===== src/design/i2cms_pkg.sv =====
// ----------------------------------------------------------------------------
// i2cms_pkg
// Types and codes shared by the I2C master SDA sequencer.
// ----------------------------------------------------------------------------
package i2cms_pkg;

   // command codes carried by a request transaction (6 and 7 act as none)
   typedef enum logic [2:0] {
      CMD_NONE    = 3'd0,
      CMD_START   = 3'd1,
      CMD_STOP    = 3'd2,
      CMD_BYTE    = 3'd3,
      CMD_ADDRESS = 3'd4,
      CMD_WORD    = 3'd5
   } command_type;

   // sequencer phases
   typedef enum logic [3:0] {
      PH_IDLE  = 4'd0,
      PH_ST_D1 = 4'd1,
      PH_ST_WH = 4'd2,
      PH_ST_D2 = 4'd3,
      PH_ST_D3 = 4'd4,
      PH_SP_WH = 4'd5,
      PH_SP_D1 = 4'd6,
      PH_SP_D2 = 4'd7,
      PH_SP_WL = 4'd8,
      PH_WB_WH = 4'd9,
      PH_WB_WL = 4'd10,
      PH_WB_D  = 4'd11,
      PH_AK_WH = 4'd12,
      PH_AK_D1 = 4'd13,
      PH_AK_WL = 4'd14,
      PH_AK_D2 = 4'd15
   } phase_type;

   localparam logic [15:0] HOLD_TICKS_RESET = 16'd16;
   localparam logic [3:0]  BITS_PER_BYTE    = 4'd8;

   // one response transaction
   typedef struct packed {
      logic sda_drive;
      logic busy_res;
      logic done_res;
      logic nack;
   } result_type;

endpackage


===== src/design/i2c_master_sda_sequencer_top.sv =====
// A response is registered in the output register, or in the skid entry if
// the output is held. Throughput: one request per cycle unless stalled; the
// per-tick phase step is a single register-to-register pass through the phase
// decoder and the delay counter. A two-entry output buffer takes one more
// request while a response is held, then stalls until the held response leaves.
// Reset (synchronous, active high): phase idle, SDA released, hold delay 16,
// output buffer empty.
// ----------------------------------------------------------------------------
// i2c_master_sda_sequencer_top
// SDA sequencer for an I2C master following an external SCL: start, stop,
// byte, address and ten-bit word transmission with acknowledge sampling.
// ----------------------------------------------------------------------------
module i2c_master_sda_sequencer_top (
   input  logic        clock,
   input  logic        reset,
   // configuration
   input  logic        csr_write_enable,
   input  logic [15:0] csr_write_data,
   // request channel
   input  logic        req_valid,
   output logic        req_stall,
   input  logic [2:0]  req_command,
   input  logic [7:0]  req_byte_value,
   input  logic [6:0]  req_address,
   input  logic        req_read_not_write,
   input  logic [9:0]  req_word_value,
   input  logic        req_scl_level,
   input  logic        req_sda_level,
   // response channel
   output logic        rsp_valid,
   input  logic        rsp_stall,
   output logic        rsp_sda_drive,
   output logic        rsp_busy_res,
   output logic        rsp_done_res,
   output logic        rsp_nack
);
   import i2cms_pkg::*;

   logic [15:0] hold_ticks_ff;
   phase_type   phase_ff, phase_in;
   logic [3:0]  bit_count_ff, bit_count_in;
   logic [7:0]  shift_byte_ff, shift_byte_in;
   logic [7:0]  second_byte_ff, second_byte_in;
   logic        second_pending_ff, second_pending_in;
   logic [15:0] delay_count_ff, delay_count_in;
   logic        nack_flag_ff, nack_flag_in;
   logic        sda_out_ff, sda_out_in;
   logic        done_in;
   logic        delay_zero;
   command_type cmd;

   logic        req_accept, rsp_accept;
   result_type  result_in;
   logic        out_valid_ff, out_valid_in;
   result_type  out_data_ff, out_data_in;
   logic        skid_valid_ff, skid_valid_in;
   result_type  skid_data_ff, skid_data_in;

   assign req_accept = req_valid && !req_stall;
   assign rsp_accept = out_valid_ff && !rsp_stall;
   assign req_stall  = skid_valid_ff;
   assign cmd        = command_type'(req_command);
   assign delay_zero = (delay_count_ff == 16'd0);

   // configuration register
   always_ff @(posedge clock) begin
      if (reset) begin
         hold_ticks_ff <= HOLD_TICKS_RESET;
      end else if (csr_write_enable) begin
         hold_ticks_ff <= csr_write_data;
      end
   end

   // phase step for one tick
   always_comb begin
      phase_in          = phase_ff;
      bit_count_in      = bit_count_ff;
      shift_byte_in     = shift_byte_ff;
      second_byte_in    = second_byte_ff;
      second_pending_in = second_pending_ff;
      delay_count_in    = delay_count_ff;
      nack_flag_in      = nack_flag_ff;
      sda_out_in        = sda_out_ff;
      done_in           = 1'b0;

      unique case (phase_ff)
         PH_IDLE: begin
            unique case (cmd)
               CMD_START: begin
                  sda_out_in     = 1'b1;
                  delay_count_in = hold_ticks_ff;
                  phase_in       = PH_ST_D1;
               end
               CMD_STOP: begin
                  sda_out_in = 1'b0;
                  phase_in   = PH_SP_WH;
               end
               CMD_BYTE: begin
                  nack_flag_in      = 1'b0;
                  second_pending_in = 1'b0;
                  shift_byte_in     = req_byte_value;
                  bit_count_in      = 4'd0;
                  phase_in          = PH_WB_WL;
               end
               CMD_ADDRESS: begin
                  nack_flag_in      = 1'b0;
                  second_pending_in = 1'b0;
                  shift_byte_in     = {req_address, req_read_not_write};
                  bit_count_in      = 4'd0;
                  phase_in          = PH_WB_WL;
               end
               CMD_WORD: begin
                  // word sits in bits 11:2 of two bytes, high byte first
                  nack_flag_in      = 1'b0;
                  second_byte_in    = {req_word_value[5:0], 2'b00};
                  second_pending_in = 1'b1;
                  shift_byte_in     = {4'b0000, req_word_value[9:6]};
                  bit_count_in      = 4'd0;
                  phase_in          = PH_WB_WL;
               end
               default: begin
               end
            endcase
         end
         PH_ST_D1: begin
            if (delay_zero) phase_in = PH_ST_WH;
            else delay_count_in = delay_count_ff - 16'd1;
         end
         PH_ST_WH: begin
            if (req_scl_level) begin
               delay_count_in = hold_ticks_ff;
               phase_in       = PH_ST_D2;
            end
         end
         PH_ST_D2: begin
            if (delay_zero) begin
               sda_out_in     = 1'b0;
               delay_count_in = hold_ticks_ff;
               phase_in       = PH_ST_D3;
            end else begin
               delay_count_in = delay_count_ff - 16'd1;
            end
         end
         PH_ST_D3: begin
            if (delay_zero) begin
               phase_in = PH_IDLE;
               done_in  = 1'b1;
            end else begin
               delay_count_in = delay_count_ff - 16'd1;
            end
         end
         PH_SP_WH: begin
            if (req_scl_level) begin
               delay_count_in = hold_ticks_ff;
               phase_in       = PH_SP_D1;
            end
         end
         PH_SP_D1: begin
            if (delay_zero) begin
               sda_out_in     = 1'b1;
               delay_count_in = hold_ticks_ff;
               phase_in       = PH_SP_D2;
            end else begin
               delay_count_in = delay_count_ff - 16'd1;
            end
         end
         PH_SP_D2: begin
            if (delay_zero) phase_in = PH_SP_WL;
            else delay_count_in = delay_count_ff - 16'd1;
         end
         PH_SP_WL: begin
            if (!req_scl_level) begin
               phase_in = PH_IDLE;
               done_in  = 1'b1;
            end
         end
         PH_WB_WH: begin
            if (req_scl_level) phase_in = PH_WB_WL;
         end
         PH_WB_WL: begin
            if (!req_scl_level) begin
               if (bit_count_ff >= BITS_PER_BYTE) begin
                  // release for the acknowledge bit
                  sda_out_in = 1'b1;
                  phase_in   = PH_AK_WH;
               end else begin
                  delay_count_in = hold_ticks_ff;
                  phase_in       = PH_WB_D;
               end
            end
         end
         PH_WB_D: begin
            if (delay_zero) begin
               sda_out_in    = shift_byte_ff[7];
               shift_byte_in = {shift_byte_ff[6:0], 1'b0};
               bit_count_in  = bit_count_ff + 4'd1;
               phase_in      = PH_WB_WH;
            end else begin
               delay_count_in = delay_count_ff - 16'd1;
            end
         end
         PH_AK_WH: begin
            if (req_scl_level) begin
               delay_count_in = hold_ticks_ff;
               phase_in       = PH_AK_D1;
            end
         end
         PH_AK_D1: begin
            if (delay_zero) begin
               nack_flag_in = nack_flag_ff | req_sda_level;
               phase_in     = PH_AK_WL;
            end else begin
               delay_count_in = delay_count_ff - 16'd1;
            end
         end
         PH_AK_WL: begin
            if (!req_scl_level) begin
               delay_count_in = hold_ticks_ff;
               phase_in       = PH_AK_D2;
            end
         end
         PH_AK_D2: begin
            if (delay_zero) begin
               if (second_pending_ff) begin
                  second_pending_in = 1'b0;
                  shift_byte_in     = second_byte_ff;
                  bit_count_in      = 4'd0;
                  phase_in          = PH_WB_WL;
               end else begin
                  phase_in = PH_IDLE;
                  done_in  = 1'b1;
               end
            end else begin
               delay_count_in = delay_count_ff - 16'd1;
            end
         end
      endcase
   end

   // sequencer state, stepped once per accepted transaction
   always_ff @(posedge clock) begin
      if (reset) begin
         phase_ff          <= PH_IDLE;
         bit_count_ff      <= 4'd0;
         shift_byte_ff     <= 8'd0;
         second_byte_ff    <= 8'd0;
         second_pending_ff <= 1'b0;
         delay_count_ff    <= 16'd0;
         nack_flag_ff      <= 1'b0;
         sda_out_ff        <= 1'b1;
      end else if (req_accept) begin
         phase_ff          <= phase_in;
         bit_count_ff      <= bit_count_in;
         shift_byte_ff     <= shift_byte_in;
         second_byte_ff    <= second_byte_in;
         second_pending_ff <= second_pending_in;
         delay_count_ff    <= delay_count_in;
         nack_flag_ff      <= nack_flag_in;
         sda_out_ff        <= sda_out_in;
      end
   end

   // response for this tick: values after the step
   assign result_in.sda_drive = sda_out_in;
   assign result_in.busy_res  = (phase_in != PH_IDLE);
   assign result_in.done_res  = done_in;
   assign result_in.nack      = nack_flag_in;

   // output register with skid entry
   always_comb begin
      out_valid_in  = out_valid_ff;
      out_data_in   = out_data_ff;
      skid_valid_in = skid_valid_ff;
      skid_data_in  = skid_data_ff;
      if (rsp_accept) begin
         out_valid_in  = skid_valid_ff;
         out_data_in   = skid_data_ff;
         skid_valid_in = 1'b0;
      end
      if (req_accept) begin
         if (!out_valid_ff || rsp_accept) begin
            out_valid_in = 1'b1;
            out_data_in  = result_in;
         end else begin
            skid_valid_in = 1'b1;
            skid_data_in  = result_in;
         end
      end
   end

   always_ff @(posedge clock) begin
      if (reset) begin
         out_valid_ff  <= 1'b0;
         skid_valid_ff <= 1'b0;
      end else begin
         out_valid_ff  <= out_valid_in;
         skid_valid_ff <= skid_valid_in;
      end
   end

   always_ff @(posedge clock) begin
      out_data_ff  <= out_data_in;
      skid_data_ff <= skid_data_in;
   end

   assign rsp_valid     = out_valid_ff;
   assign rsp_sda_drive = out_data_ff.sda_drive;
   assign rsp_busy_res  = out_data_ff.busy_res;
   assign rsp_done_res  = out_data_ff.done_res;
   assign rsp_nack      = out_data_ff.nack;

`ifndef NO_ASSERTIONS
   // skid entry only fills behind a held output
   a_skid_behind_out: assert property (@(posedge clock) disable iff (reset)
      skid_valid_ff |-> out_valid_ff)
      else $error("skid entry valid with empty output register");

   // a finishing command always lands back in idle
   a_done_not_busy: assert property (@(posedge clock) disable iff (reset)
      (out_valid_ff && out_data_ff.done_res) |-> !out_data_ff.busy_res)
      else $error("done reported while still busy");

   // after an accepted transaction the output register always holds a response next cycle
   a_accept_gives_rsp: assert property (@(posedge clock) disable iff (reset)
      req_accept |=> out_valid_ff)
      else $error("accepted transaction without response");

   // bit counter never runs past one byte
   a_bit_count_range: assert property (@(posedge clock) disable iff (reset)
      bit_count_ff <= BITS_PER_BYTE)
      else $error("bit counter out of range");
`endif

endmodule


===== config.mk =====
export PLATFORM = sky130hd
export DESIGN_NAME = i2c_master_sda_sequencer_top
export DESIGN_NICKNAME = d
export VERILOG_FILES = /design/src/design/i2cms_pkg.sv /design/src/design/i2c_master_sda_sequencer_top.sv
export SDC_FILE = /design/constraint.sdc
export NUM_CORES = 1
export LEC_CHECK = 0
export BUFFER_PORTS_ARGS = -buffer_cell sky130_fd_sc_hd__buf_2
export CAP_MARGIN = 0
export CORE_MARGIN = 2
export CORE_UTILIZATION = 58
export DETAILED_ROUTE_END_ITERATION = 16
export GPL_ROUTABILITY_DRIVEN = 0
export PLACE_DENSITY = 0.78
export SYNTH_ARGS = -nofsm -noshare
export SYNTH_HDL_FRONTEND = slang
export SYNTH_SLANG_ARGS = --single-unit

===== constraint.sdc =====
create_clock -name clock -period 2.44 [get_ports clock]
set_clock_uncertainty 0.15 [all_clocks]
set_input_delay 0.122 -clock clock [delete_from_list [all_inputs] [get_ports clock]]
set_output_delay 0.122 -clock clock [all_outputs]
set_load 0.01 [all_outputs]

==> results.py, run 1 <==
metrics = {
    "timing": {
        "slew_headroom_pct": 60.3,
        "fin_ws_ns": 0.0834,
        "hold_slack_ns": -0.0107,
        "final_hold_viol_count": 1,
        "fmax_ghz": 0.424,
        "setup_viol": 0,
        "period_needed_ns": 2.36,
        "drv_slew": 0,
        "worstMarginPinSlew_ns": 0.594,
        "fin_crit_sh_pct": 96.6,
        "finalSetupTns_ns": 0,
    },
    "global_routing": {
        "grt_pass1_wl_mm": 18.5,
        "grtUsageMet1_pct": 40.4,
        "grt_busiest_layer": "met2",
        "grt_usage_pct": 30.3,
        "use_met2_pct": 49.0,
        "overflow": 0,
        "grt_max_degree": 32,
        "grt_pass1_vias": 3907,
        "antenna_found_initial": 0,
        "met3_usage_pct": 6.03,
    },
    "logic_synthesis": {
        "synth_warnings": 0,
        "syn_inst": 496,
        "synth_seq_cells": 67,
        "synth_sequential_area_ratio_pct": 34.0,
        "syn_avg_cell_area_um2": 8.19,
        "ys_async_sr_fraction_pct": 0,
        "synth_top_flop_cell": "dfxtp_1",
        "synth_edf_count": 4,
        "syn_area_mm2": 0.00406,
        "synthDistinctLibCells": 63,
        "syn_nets": 551,
    },
    "place": {
        "hpwl_mm": 7.30,
        "io_buffers": 57,
        "dpl_worst_slack_ns": -0.101,
    },
    "critical_path": {
        "crit_type": "register to register",
        "endpoint_kind": "register",
        "cp_top_family": "simple AND/OR/NAND/NOR gates",
        "cp_num_buf_inv": 3,
        "worst_ep_arrival_time_ns": 2.48,
        "startpoint_type": "register",
        "r2r_slack_ns": 0.08,
        "critical-path-max-stage-delay_ns": 0.39,
        "worstPathRequired_ns": 2.56,
        "crit_slowest_cell": "or3b_1",
        "crit_chain": "inv_2 -> ha_2 -> nor4b_4 -> buf_4 -> nand4_1 -> nor2_2 -> a21oi_2 -> buf_12 -> or3b_1 -> a31oi_1",
        "worstPathMaxFanout": 31,
    },
    "flow_run": {
        "maxCapViolations": 0,
    },
    "pwr": {
        "ir_worst_vdd_mv": 0.484,
        "power.leakage_uw": 0.00213,
        "p_per_area_mw_per_mm2": 812,
    },
    "status": {
        "status": "complete, but fails checks",
        "failed_checks": "negative hold slack",
    },
    "hold_path": {
        "min-delay-path-class": "input port to register",
    },
    "routing": {
        "dr.pass1.iters": 5,
        "ant_nets": 0,
        "drc": 0,
        "vias": 4174,
        "drt-total-wl_mm": 11.4,
        "vias_per_cell": 6.01,
        "drt_iter0_drc": 394,
        "routedWlPerCell_um": 16.4,
    },
    "cts": {
        "numCtsBuffers": 9,
        "tritoncts": "done",
        "clk_pin_slew_ns": 0.08,
        "root_buffer": "clkbuf_8",
        "h-tree-depth": 3,
        "clockBufferDepth": 2,
        "clkLatencyLatePin_ns": 0.36,
        "clock-sinks": 67,
    },
    "die": {
        "row_count": 30,
        "start_util_pct": 59.8,
        "core_mm2": 0.00679,
        "dieArea_mm2": 0.00769,
        "die_y_um": 87.7,
        "die_w_um": 87.7,
        "pin_count": 58,
    },
    "cells_and_area": {
        "area_growth_pct": 27.0,
        "nFillCells": 482,
        "regArea_mm2": 0.00139,
        "antenna_cells": 0,
        "multiInputGateArea_mm2": 0.00243,
        "nNetsFinal": 648,
        "drive_above_1_share_pct": 23.6,
    },
}
through the flow:
stage               hold slack, ns  area, µm²  total power [µW]  utilization, %  instances
finish                     -0.0107       5160              4190            75.9        694
global placement             0.179       4510              2860            66.4        641
detailed placement           0.188       4510              2900            66.4        641
global route                0.0159       5160              4390            75.9        694
CTS                        0.00107       5090              4020            75.0        691
floorplan                   0.0944       4060              2470               -        496
Yosys cell counts, types with 3 or more instances:
| master | instances | area share, % |
|---|---|---|
| o32ai_1 | 5 | 1.1 |
| a21oi_1 | 54 | 6.7 |
| a211oi_1 | 13 | 2.4 |
| o31ai_1 | 3 | 0.55 |
| xnor2_1 | 3 | 0.65 |
| nor3_1 | 14 | 1.7 |
| dfxtp_1 | 63 | 31 |
| ha_1 | 3 | 0.92 |
| o21ai_0 | 11 | 1.4 |
| nor2_1 | 52 | 4.8 |
| o32ai_2 | 10 | 4.0 |
| buf_6 | 4 | 1.1 |
| o21ai_1 | 3 | 0.37 |
| inv_1 | 28 | 2.6 |
| clkbuf_1 | 21 | 1.9 |
| mux2i_1 | 46 | 11 |
| or3_1 | 6 | 0.92 |
| or4_1 | 3 | 0.55 |
| nand4_1 | 5 | 0.77 |
| and3_1 | 3 | 0.46 |
| nor4_1 | 3 | 0.46 |
| o211ai_1 | 5 | 0.92 |
| nor2b_1 | 10 | 1.5 |
| nand2_1 | 42 | 3.9 |
| nand2b_1 | 9 | 1.4 |
| buf_2 | 10 | 1.2 |
| edfxtp_1 | 4 | 3.0 |
| buf_4 | 4 | 0.74 |
| nor3b_1 | 5 | 0.92 |
| nand3_1 | 11 | 1.4 |
power breakdown:
group / internal, µW / total [µW] / switching (µW)
combinational: 824 / 1850 / 1030
sequential: 1210 / 1310 / 102
clock: 562 / 1020 / 463
total: 2590 / 4190 / 1590
worst paths after layout:
kind / startpoint / end / depth (start not counted)
max: delay_count_ff[0] / delay_count_ff[0] / 10
min: reset / hold_ticks_ff[4] / 2
max reg2reg: delay_count_ff[0] / delay_count_ff[0] / 10
min reg2reg: shift_byte_ff[3] / shift_byte_ff[3] / 2
state kept, by name, summed over array words and instances (netlist names), named ones only:
name,count
bit_count_ff,4
delay_count_ff,16
hold_ticks_ff,16
nack_flag_ff,1
phase_ff,4
rsp_busy_res,1
rsp_done_res,1
rsp_nack,1
rsp_sda_drive,1
rsp_valid,1
sda_out_ff,1
second_byte_ff,6
second_pending_ff,1
shift_byte_ff,8
skid_data_ff,4
area by class of cell:
type	instances	share of cell area, %
clock inverter	5	1.14
inverter	28	2.04
clock buffer	11	3.15
timing repair buffer	125	17.3
multi-input combinational	362	47.1
tap	96	2.33
sequential	67	26.9
worst reg2reg max path, delay by kind of cell (launching register included):
family	cells	cell delay (ns)
flip-flops	1	0.34
buffers and inverters	3	0.43
AND/OR/NAND/NOR	4	0.91
adder cells (fa/ha/maj)	1	0.20
AO/OA/AOI/OAI	2	0.26
routing by layer:
| metal | vias to the layer above | wire [µm] | part of all wire, % |
|---|---|---|---|
| li1 | 1982 | - | - |
| met1 | 1961 | 4910 | 43 |
| met2 | 193 | 5410 | 48 |
| met3 | 38 | 772 | 6.8 |
| met4 | 0 | 293 | 2.6 |
| met5 | - | 0 | 0 |
kinds of logic (layout without fill, tap and decap cells):
group / after synthesis / count (layout) / share of synthesized area [%]
flip-flops: 67 / 67 / 34.0
AND/OR/NAND/NOR: 180 / 180 / 22.8
buffers and inverters: 67 / 169 / 7.61
XOR/XNOR: 3 / 3 / 0.647
multiplexers: 47 / 47 / 11.6
AO/OA/AOI/OAI: 128 / 128 / 22.2
adder cells (fa/ha/maj): 4 / 4 / 1.20
timing repair:
| item | 4_1_cts | 5_1_grt |
|---|---|---|
| hold buffers | 33 | 0 |
| buffers inserted | 1 | 3 |
| cloned | 0 | 0 |
| gates resized for setup | 4 | 14 |
| pin swaps | 0 | 6 |
| endpoints found under the setup margin | 29 | 35 |
| hold endpoints to repair | 25 | 0 |
cell usage in the layout, fill, tap and decap left out, types with 9 or more instances in the layout:
cell type	synthesis	final
dfxtp_1	63	60
buf_4	4	33
nand2b_1	9	9
nand3_1	11	11
o32ai_2	10	10
dlygate4sd3_1	0	33
a21oi_1	54	52
nand2_1	42	42
o21ai_0	11	10
nor3_1	14	14
nor2b_1	10	10
nor2_1	52	51
mux2i_1	46	46
buf_2	10	57
a211oi_1	13	12
clkbuf_8	0	10
inv_1	28	26
(Power assumes the default switching activity.)
==> run 2, diff against run 1 <==
--- a/config.mk
+++ b/config.mk
@@ -8,10 +8,11 @@
 export BUFFER_PORTS_ARGS = -buffer_cell sky130_fd_sc_hd__buf_2
 export CAP_MARGIN = 0
 export CORE_MARGIN = 2
-export CORE_UTILIZATION = 58
+export CORE_UTILIZATION = 60
+export CTS_BUF_LIST = sky130_fd_sc_hd__clkbuf_2
 export DETAILED_ROUTE_END_ITERATION = 16
 export GPL_ROUTABILITY_DRIVEN = 0
-export PLACE_DENSITY = 0.78
+export PLACE_DENSITY = 0.8
 export SYNTH_ARGS = -nofsm -noshare
 export SYNTH_HDL_FRONTEND = slang
 export SYNTH_SLANG_ARGS = --single-unit
==> constraint.sdc (replaced) <==
create_clock -name clock -period 2.4 [get_ports clock]
set_clock_uncertainty 0.15 [all_clocks]
set_input_delay 0.12 -clock clock [delete_from_list [all_inputs] [get_ports clock]]
set_output_delay 0.12 -clock clock [all_outputs]
set_load 0.01 [all_outputs]
==> results.py, run 2 (same netlist as run 1, synthesis figures left out) <==
metrics = {
    "status": {
        "status": "complete, but fails checks",
        "failed_checks": "negative hold slack",
    },
    "timing": {
        "drv_slew": 0,
        "setup_viol": 0,
        "final_hold_viol_count": 1,
        "fin_crit_sh_pct": 95.3,
        "fin_ws_ns": 0.114,
        "worstMarginPinSlew_ns": 0.655,
        "finalSetupTns_ns": 0,
        "period_needed_ns": 2.29,
        "fmax_ghz": 0.437,
        "hold_slack_ns": -0.00645,
        "slew_headroom_pct": 56.3,
    },
    "hold_path": {
        "whs_endpoint": "hold_ticks_ff[11]",
        "min-delay-path-class": "input port to register",
        "min-delay-start": "csr_write_enable",
        "holdPathStages": 3,
    },
    "pwr": {
        "seq_power_share_pct": 35.7,
        "switching_power_uw": 1540,
        "p_int_uw": 2220,
        "p_per_area_mw_per_mm2": 714,
        "ir_worst_vdd_mv": 0.567,
        "design_power_total_uw": 3760,
        "p_sw_share_pct": 40.9,
        "clkPwrFrac_pct": 15.1,
        "power.leakage_uw": 0.00217,
        "p_comb_share_pct": 49.3,
    },
    "cells_and_area": {
        "drive_above_1_share_pct": 21.5,
        "mostFrequentLayoutCell": "dlygate4sd3_1",
        "antenna_cells": 0,
        "mostFrequentLayoutCells": "60 x dlygate4sd3_1, 58 x dfxtp_1, 57 x buf_2, 52 x a21oi_1, 51 x nor2_1",
        "area_growth_pct": 29.5,
        "regArea_mm2": 0.00139,
        "nNetsFinal": 672,
        "multiInputGateArea_mm2": 0.00242,
        "nFillCells": 424,
        "top_regs": "delay_count_ff: 16 flops, hold_ticks_ff: 16 flops, shift_byte_ff: 8 flops",
    },
    "global_routing": {
        "grt_usage_pct": 31.4,
        "grt_pass1_vias": 4023,
        "overflow": 0,
        "antenna_found_initial": 0,
        "grt_pass1_wl_mm": 18.8,
        "grt_max_degree": 45,
    },
    "routing": {
        "ant_nets": 0,
        "drt-total-wl_mm": 11.3,
        "vias_per_cell": 6.08,
        "dr.pass1.iters": 7,
        "drc": 0,
        "drt_iter0_drc": 504,
        "routedWlPerCell_um": 16.1,
        "vias": 4247,
    },
    "cts": {
        "clock-sinks": 67,
        "root_buffer": "clkbuf_2",
        "clk_pin_slew_ns": 0.21,
        "clkLatencyLatePin_ns": 0.52,
        "h-tree-depth": 3,
        "tritoncts": "done",
        "clockBufferDepth": 2,
        "numCtsBuffers": 9,
    },
    "die": {
        "start_util_pct": 62.9,
        "die_w_um": 86.3,
        "core_mm2": 0.00646,
        "row_count": 29,
        "die_y_um": 86.3,
        "pin_count": 58,
        "dieArea_mm2": 0.00744,
    },
    "critical_path": {
        "rr_worst_depth": 8,
        "crit_slowest_cell": "or3_1",
        "worst_ep_arrival_time_ns": 2.56,
        "worstPathRequired_ns": 2.68,
        "r2r_slack_ns": 0.11,
        "critical-path-max-stage-delay_ns": 0.44,
        "crit_chain": "inv_2 -> ha_4 -> nor4b_4 -> nand4_1 -> or3_1 -> a21oi_2 -> nand2_1 -> a211o_1",
        "endpoint_kind": "register",
        "timing.rr.end": "sda_out_ff",
        "reg2reg_from": "delay_count_ff[0]",
        "worstPathMaxFanout": 4,
        "crit_type": "register to register",
        "startpoint_type": "register",
    },
    "place": {
        "io_buffers": 57,
        "hpwl_mm": 6.97,
        "dpl_worst_slack_ns": -0.0676,
    },
    "flow_run": {
        "maxCapViolations": 0,
    },
}
## run 2: repair_timing
item	CTS	global route
pin swaps	0	5
setup endpoints to repair	15	37
hold buffers	60	0
resized for setup	1	17
endpoints found under the hold margin	52	0
buffers inserted	0	3
## run 2: power groups by stage
stage               clock [µW]  sequential, µW  combinational (µW)
global placement             0            1340                1550
floorplan                    0            1320                1190
finish                     566            1340                1850
global route               620            1350                2020
detailed placement           0            1340                1600
CTS                        560            1320                1700
## run 2: through the flow
step	cells	cell area, µm²	hold slack (ns)	util [%]
finish	699	5260	-0.00645	81.4
global route	699	5260	0.00603	81.4
CTS	696	5180	0.00649	80.3
detailed placement	620	4490	0.202	69.4
global placement	620	4490	0.178	69.4
floorplan	496	4060	0.0924	-
## run 2: how the worst max path moves through the flow
stage | cells past startpoint | startpoint | end | slack [ns]
finish | 8 | delay_count_ff[0] | sda_out_ff | 0.11
global route | 9 | delay_count_ff[0] | delay_count_ff[0] | -0.003
CTS | 9 | delay_count_ff[0] | delay_count_ff[0] | -0.02
detailed placement | 8 | delay_count_ff[0] | sda_out_ff | -0.07
global placement | 8 | delay_count_ff[0] | sda_out_ff | -0.003
floorplan | 10 | delay_count_ff[0] | shift_byte_ff[1] | 0.14
## run 2: worst max-delay path, delay by kind of cell (launching register included)
family / cells / cell delay [ns]
DFF: 1 / 0.38
AOI/OAI and AO/OA: 2 / 0.48
adders and majority gates: 1 / 0.13
and+or+nand+nor: 4 / 1.00
buffers and inverters: 1 / 0.08
## run 2: final cells by class
type | instances | share of cell area, %
Multi-Input combinational cell | 362 | 46.0
Sequential cell | 67 | 26.4
Timing Repair Buffer | 149 | 22.0
Inverter | 28 | 2.00
Tap cell | 77 | 1.83
Clock buffer | 9 | 0.857
Clock inverter | 7 | 0.833
## run 2: layer usage
metal,vias to the layer above,global-route usage [%],part of all wire (%)
met5,-,0,0
met4,0,13.6,3.4
met3,48,5.14,7.0
met2,226,52.3,47
met1,1934,40.5,42
li1,2039,-,-
